## config.mk

```make
export PLATFORM = sky130hd
export DESIGN_NAME = rgbls_result_buf
export DESIGN_NICKNAME = d
export VERILOG_FILES = /design/src/sv/rgbls_pkg.sv /design/src/sv/rgbls_result_buf.sv
export SDC_FILE = /design/constraint.sdc
export NUM_CORES = 1
export LEC_CHECK = 0
export ABC_AREA = 1
export BUFFER_PORTS_ARGS = -buffer_cell sky130_fd_sc_hd__buf_2
export CORE_AREA = 2 2 156 158
export CTS_BUF_LIST = sky130_fd_sc_hd__clkbuf_4 sky130_fd_sc_hd__clkbuf_8
export DETAILED_ROUTE_END_ITERATION = 8
export DIE_AREA = 0 0 158 160
export GPL_TIMING_DRIVEN = 0
export PLACE_DENSITY = 0.81
export SETUP_SLACK_MARGIN = 0.1
export SLEW_MARGIN = 20
export SYNTH_ARGS = -nofsm -noshare
export SYNTH_HDL_FRONTEND = slang
export SYNTH_SLANG_ARGS = --single-unit
```

## constraint.sdc

```tcl
create_clock -name clk -period 1.7 [get_ports clk]
set_input_delay 0.255 -clock clk [delete_from_list [all_inputs] [get_ports clk]]
set_output_delay 0.255 -clock clk [all_outputs]
set_load 0.1 [all_outputs]
```

## src/sv/rgbls_pkg.sv

```systemverilog
// ============================================================================
// rgbls_pkg
// Shared types, constants and pixel arithmetic for the RGB565 region luma
// statistics block.
// ============================================================================
package rgbls_pkg;

  // Frame geometry limits and the widths that follow from them.
  localparam int MAX_WIDTH  = 1024;
  localparam int MAX_HEIGHT = 1024;
  localparam int XW         = $clog2(MAX_WIDTH);

  // Fixed field widths.
  localparam int DIM_W     = 11;
  localparam int LEVEL_W   = 8;
  localparam int LUMA_W    = 8;
  localparam int ROW_W     = 10;
  localparam int SEEN_W    = 21;
  localparam int TOTAL_W   = 28;
  localparam int SUM_W     = 27;
  localparam int CNT_W     = 20;
  localparam int EDGE_W    = 21;
  localparam int CFG_IDX_W = 3;
  localparam int CFG_DAT_W = 11;

  localparam logic [DIM_W-1:0] WIDTH_LIMIT  = DIM_W'(MAX_WIDTH);
  localparam logic [DIM_W-1:0] HEIGHT_LIMIT = DIM_W'(MAX_HEIGHT);
  localparam logic [DIM_W-1:0] DIM_FLOOR    = 11'd2;
  localparam logic [ROW_W-1:0] ROW_LIMIT    = '1;

  // Register reset values.
  localparam logic [DIM_W-1:0]   WIDTH_RESET     = 11'd640;
  localparam logic [DIM_W-1:0]   HEIGHT_RESET    = 11'd480;
  localparam logic [LEVEL_W-1:0] SATURATE_RESET  = 8'd245;
  localparam logic [LEVEL_W-1:0] HIGHLIGHT_RESET = 8'd230;
  localparam logic [LEVEL_W-1:0] EDGE_RESET      = 8'd22;

  // Configuration register indexes.
  localparam logic [CFG_IDX_W-1:0] CFG_FRAME_WIDTH     = 3'd0;
  localparam logic [CFG_IDX_W-1:0] CFG_FRAME_HEIGHT    = 3'd1;
  localparam logic [CFG_IDX_W-1:0] CFG_SATURATE_LEVEL  = 3'd2;
  localparam logic [CFG_IDX_W-1:0] CFG_HIGHLIGHT_LEVEL = 3'd3;
  localparam logic [CFG_IDX_W-1:0] CFG_EDGE_STEP       = 3'd4;

  // Input transaction.
  typedef struct packed {
    logic [15:0] pixel_word;
    logic        end_of_frame;
  } pix_t;

  // Result transaction.
  typedef struct packed {
    logic              status;
    logic              region;
    logic [SUM_W-1:0]  luma_sum;
    logic [CNT_W-1:0]  pixel_count;
    logic [CNT_W-1:0]  saturated_count;
    logic [CNT_W-1:0]  highlight_count;
    logic [EDGE_W-1:0] edge_count;
    logic [EDGE_W-1:0] edge_test_count;
    logic              last;
  } res_t;

  // Running totals of one half of the frame.
  typedef struct packed {
    logic [TOTAL_W-1:0] luma;
    logic [CNT_W-1:0]   pixels;
    logic [CNT_W-1:0]   saturated;
    logic [CNT_W-1:0]   highlighted;
    logic [EDGE_W-1:0]  edges;
    logic [EDGE_W-1:0]  tests;
  } stats_t;

  // Thresholds used by the statistics stage.
  typedef struct packed {
    logic [LEVEL_W-1:0] saturate;
    logic [LEVEL_W-1:0] highlight;
    logic [LEVEL_W-1:0] edge_step;
  } levels_t;

  // Pixel as it enters the statistics stage.
  typedef struct packed {
    logic [XW-1:0]     x;
    logic [LUMA_W-1:0] luma;
    logic [LUMA_W-1:0] row_luma;
    logic              region;
    logic              h_test;
    logic              v_test;
    logic              eof;
    logic              mismatch;
  } px_t;

  // Widen a 5-bit channel to 0..255 as c*255/31, truncated.
  // c*255/31 = 8c + floor(7c/31); the second term steps at fixed codes.
  function automatic logic [7:0] expand5(input logic [4:0] c);
    logic [2:0] f;
    f = 3'(c >= 5'd5) + 3'(c >= 5'd9) + 3'(c >= 5'd14) + 3'(c >= 5'd18)
      + 3'(c >= 5'd23) + 3'(c >= 5'd27) + 3'(c >= 5'd31);
    return {c, 3'b000} + 8'(f);
  endfunction

  // Widen a 6-bit channel to 0..255 as c*255/63, truncated: 4c + floor(c/21).
  function automatic logic [7:0] expand6(input logic [5:0] c);
    logic [1:0] f;
    f = 2'(c >= 6'd21) + 2'(c >= 6'd42) + 2'(c >= 6'd63);
    return {c, 2'b00} + 8'(f);
  endfunction

  // Weighted luma of widened channels.
  function automatic logic [7:0] luma_of(input logic [7:0] r, input logic [7:0] g,
                                         input logic [7:0] b);
    logic [15:0] s;
    s = 16'd77 * 16'(r) + 16'd150 * 16'(g) + 16'd29 * 16'(b);
    return s[15:8];
  endfunction

endpackage

```

## src/sv/rgbls_result_buf.sv

```systemverilog
// ============================================================================
// rgbls_result_buf
// Holds one frame's end snapshot and sends either the mismatch status or the
// two region results, left half first.
// ============================================================================
module rgbls_result_buf (
  input  logic                        clk,
  input  logic                        rst,
  input  logic                        load,
  input  logic                        load_mismatch,
  input  rgbls_pkg::stats_t [1:0]     load_stats,
  output logic                        busy,
  output logic                        res_valid,
  input  logic                        res_stall,
  output rgbls_pkg::res_t             res
);

  rgbls_pkg::stats_t [1:0] snap;
  rgbls_pkg::stats_t       sel;
  logic                    idx;
  logic                    mismatch;
  logic                    done;

  assign res_valid = busy;
  assign done      = busy && !res_stall;

  // Result fields from the held snapshot.
  always_comb begin
    sel = snap[idx];
    res = '0;
    if (mismatch) begin
      res.status = 1'b1;
      res.last   = 1'b1;
    end else begin
      res.region          = idx;
      res.luma_sum        = sel.luma[rgbls_pkg::SUM_W-1:0];
      res.pixel_count     = sel.pixels;
      res.saturated_count = sel.saturated;
      res.highlight_count = sel.highlighted;
      res.edge_count      = sel.edges;
      res.edge_test_count = sel.tests;
      res.last            = idx;
    end
  end

  // Snapshot payload.
  always_ff @(posedge clk) begin
    if (load) begin
      snap     <= load_stats;
      mismatch <= load_mismatch;
    end
  end

  // Sequencing of the one or two results.
  always_ff @(posedge clk) begin
    if (rst) begin
      busy <= 1'b0;
      idx  <= 1'b0;
    end else if (load) begin
      busy <= 1'b1;
      idx  <= 1'b0;
    end else if (done) begin
      if (mismatch || idx) begin
        busy <= 1'b0;
      end else begin
        idx <= 1'b1;
      end
    end
  end

endmodule

```

# Yosys cells after proc, flatten, opt, wreduce, memory -nomap -nowiden
# Index checks and enable logic that the tools add are counted.
[op_classes]
order_cmp = 1
n_mux = 8
n_bitwise = 1
n_reduce_logical = 8
[op_table]
columns = ["op", "count"]
rows = [
  ["2-to-1 mux 129 bit", 2],
  ["2-to-1 mux 130 bit", 1],
  ["2-to-1 mux 1 bit", 5],
  ["AND reduction 2 bit", 2],
  ["nonzero test 2 bit", 2],
  ["less-than comparator 1 x 2 -> 1 bit, second input constant", 1],
  ["OR reduction 2 bit", 1],
  ["logical AND 1 bit", 1],
  ["logical NOT 1 bit", 1],
  ["logical OR 1 bit", 1],
  ["NOT 1 bit", 1],
]
[word_totals]
register_bits = 261
output_inout_bits = 134

# Depth between registers and ports, before layout
[depth]
ltp_word = 4
mapped_depth = 6
mapped_depth_nobuf = 4

# Worst setup path after synthesis
# Ideal clock, no wire load.
[synth_path]
path_type = "reg-to-output"
from = "register mismatch"
to = "output port res[38] (netlist name)"
arrival_time_ps = 2315
path_slack_ps = -870
stages_incl_launch_ff = 5
path_buffers = 3
path_cell_list = "edfxtp_1 clkbuf_2 buf_2 buf_2 a21oi_1"
[synth_lines]
columns = ["item", "line_no", "rtl"]
rows = [
  ["start, declared", "rgbls_result_buf.sv:21", "logic mismatch;"],
  ["start signal, assigned", "rgbls_result_buf.sv:50", "mismatch <= load_mismatch;"],
  ["end, declared", "rgbls_result_buf.sv:15", "output rgbls_pkg::res_t res"],
]

==> run summary <==
Status - finished with violations
Violated checks - negative setup slack
TritonCTS Buffers - 44
Area share of fa/ha/maj cells after synthesis - 0%
Largest net degree at the start of global routing - 113
Setup violations, final - 131
Synth Area in Compound Gates - 7.08%
Layout cells sized above 1 - 49.4%
Max FO, Critical Path - 10
Overall routed net length - 47300 um
Ys Warns - 0
CTS max path bufs - 3
GRT Total Usage - 32.9%
Seq cells post-synth - 261
Sequential area share after synthesis - 79.2%
Final hold vios - 0
Slew HR - 62.0%
Syn Nets - 972
Final Skew - 0.0143 ns
PwrDens - 966 nW/um^2
# IOs - 399
Synthesized cell area - 9870 um^2
Mean post-synth cell area - 14.0 um^2
HPWL Detailed - 19000 um
Post-synth cell types - 17
Initial Util - 41.4%
Critical Path AT - 1.93 ns
Die X - 158 um
Crit start category - flip-flop
Most frequent cells in the layout - buf_2, dlygate4sd3_1, edfxtp_1
R2R Setup Slk - 0.33 ns
Hold crit path type - input port to flip-flop
Initial antenna violation count - 2
Crit path required time - 1.44 ns
DRC Markers - 0
Pwr Total - 19300 uW
Hold Startpoint - load
CORE AREA - 23800 um^2
Grt ovf - 0
Row count - 57
Via Count - 9687
Multi-input logic area - 3160 um^2
Buf+Inv Stages, Crit Path - 5
Fillcell total - 987
Top delay family on crit path - buffers and inverters
DRT iter0 DRCs - 766
Via density - 5.41
DIE AREA - 25300 um^2
Clk sinks - 261
Area Overhead vs Synth - 102%
Main combinational cell family by area after synthesis - simple AND/OR/NAND/NOR gates
Final WS setup - -0.480 ns
Most numerous cell on the critical path - buf_12
Antenna Nets Post-Route - 0
H-tree depth - 2
Fin crit period - 2.18 ns
Commonest non-fill, non-tap cell in the layout - buf_2
WL/cell - 26.5 um
Mux cell area share after synthesis - 0%
Reg2Reg Depth - 6
Vias in the first global route - 10292
Post-layout util - 83.8%
CTS tree - built
Routability cong. - 0.794
FF/Latch Area - 7820 um^2
MaxCap Viol Count - 0
Worst-path clk slew - 0.07 ns
CP cell instances - buf_12 -> clkinv_8 -> buf_16 -> buf_6 -> nand2_1 -> a21oi_4 -> buf_12
Max Clk Rate - 459 MHz
Crit share post-route - 128%
Synth Area in XOR/XNOR - 0%
FF-to-FF Start - idx$_SDFFE_PP0P_
Peak VDD IR - 773 uV
Slew Viols, Final - 0
Setup crit end kind - output port
FF-to-FF End - busy$_SDFFE_PP0P_
Clk Latency, worst-skew pair - 0.54 ns
Buffers on Ports - 396
CTS Root Cell - clkbuf_8
Unrepaired setup endpoints after global routing - true
Global-route wire length before repair - 61100 um
Die Y - 160 um
Slowest CP cell - dfxtp_2
Hold path cells - 1
Worst slew pin tran - 0.570 ns
Final-stage net count - 1698
P_leak - 0.00783 uW
Final instance area - 20000 um^2
Synth Area in Simple Gates - 10.3%
Hold Path End - snap[242]$_DFFE_PP_
Cell Area, Placed - 13100 um^2
Mapped Cells - 707
CP peak stage delay - 0.32 ns
CP Class - flip-flop to output port
DRT Pass-1 Iters - 5
-- worst reg2reg max path, cell delays in order, from the launching register on --
cell	delay [ns]
dfxtp_2	0.32
buf_12	0.14
clkbuf_16	0.17
buf_4	0.15
o21ai_0	0.27
nand2_1	0.11
a21oi_1	0.14
-- final cells by class --
cell class              instances  share of cell area (%)
diodes                          2                  0.0251
plain buffers                  45                    3.49
clock buffers                  58                    3.59
clock inverters                18                   0.652
inverters                       5                   0.213
multi-input cells             395                    15.8
flip-flops and latches        261                    39.2
well taps                     324                    2.03
repair buffers                681                    35.0
-- registers in the layout (all words and copies together) (netlist names) --
register / flops
busy: 1
mismatch: 1
snap: 258
idx: 1
-- stage by stage --
stage               TNS (ns)  hold WS [ns]  worst slack [ns]  std cells
global route          -63.21         0.103            -0.556       1789
floorplan             -22.91         0.317            -0.231        707
global placement     -774.78         0.415             -3.03       1427
detailed placement    -14.78         0.433            -0.407       1429
finish                -53.36         0.117            -0.480       1789
CTS                   -52.50        0.0957            -0.460       1775
-- cells in the mapped netlist, drive strengths merged --
library cell,number,area [um^2]
a21oi,131,693
buf,43,303
clkbuf,3,12.5
dfxtp,2,40.0
clkinv,1,5.00
or2,1,6.26
nand3,1,5.00
nand2,261,1000
inv,4,15.0
edfxtp,259,7780
o21ai,1,5.00
-- report_power, final --
part	internal [uW]	switching [uW]	total, uW
sequential	7660	257	7910
combinational	2120	3430	5550
clock	3050	2770	5810
-- cells by family (layout without fill, tap and decap cells) --
kind of cell,Yosys count,count (layout)
buf+inv,51,807
compound gates,132,132
simple gates,263,263
flops,261,261
other cells,0,2
-- metal layers --
metal	up-vias	track usage (%)	part of all wire, %
met1	4671	35.7	32
met3	235	9.12	11
met4	0	19.2	7.3
li1	3967	-	-
met2	814	57.1	50
met5	-	0	0
-- what timing repair did --
action | in CTS | in global routing
setup buffers | 4 | 3
hold endpoints to repair | 261 | 0
hold buffers | 261 | 0
endpoints found under the setup margin | 134 | 134
cloned | 5 | 11
resized for setup | 572 | 163
pin swaps | 13 | 27
-- how the worst max path moves through the flow --
stage,from,to,slack (ns),depth (start not counted)
floorplan,mismatch$_DFFE_PP_,res[100],-0.23,4
global placement,load,idx$_SDFFE_PP0P_,-3.03,3
detailed placement,idx$_SDFFE_PP0P_,res[93],-0.41,6
CTS,idx$_SDFFE_PP0P_,res[96],-0.46,8
global route,mismatch$_DFFE_PP_,res[84],-0.56,5
finish,idx$_SDFFE_PP0P_,res[68],-0.48,7
(Power assumes the default switching activity.)
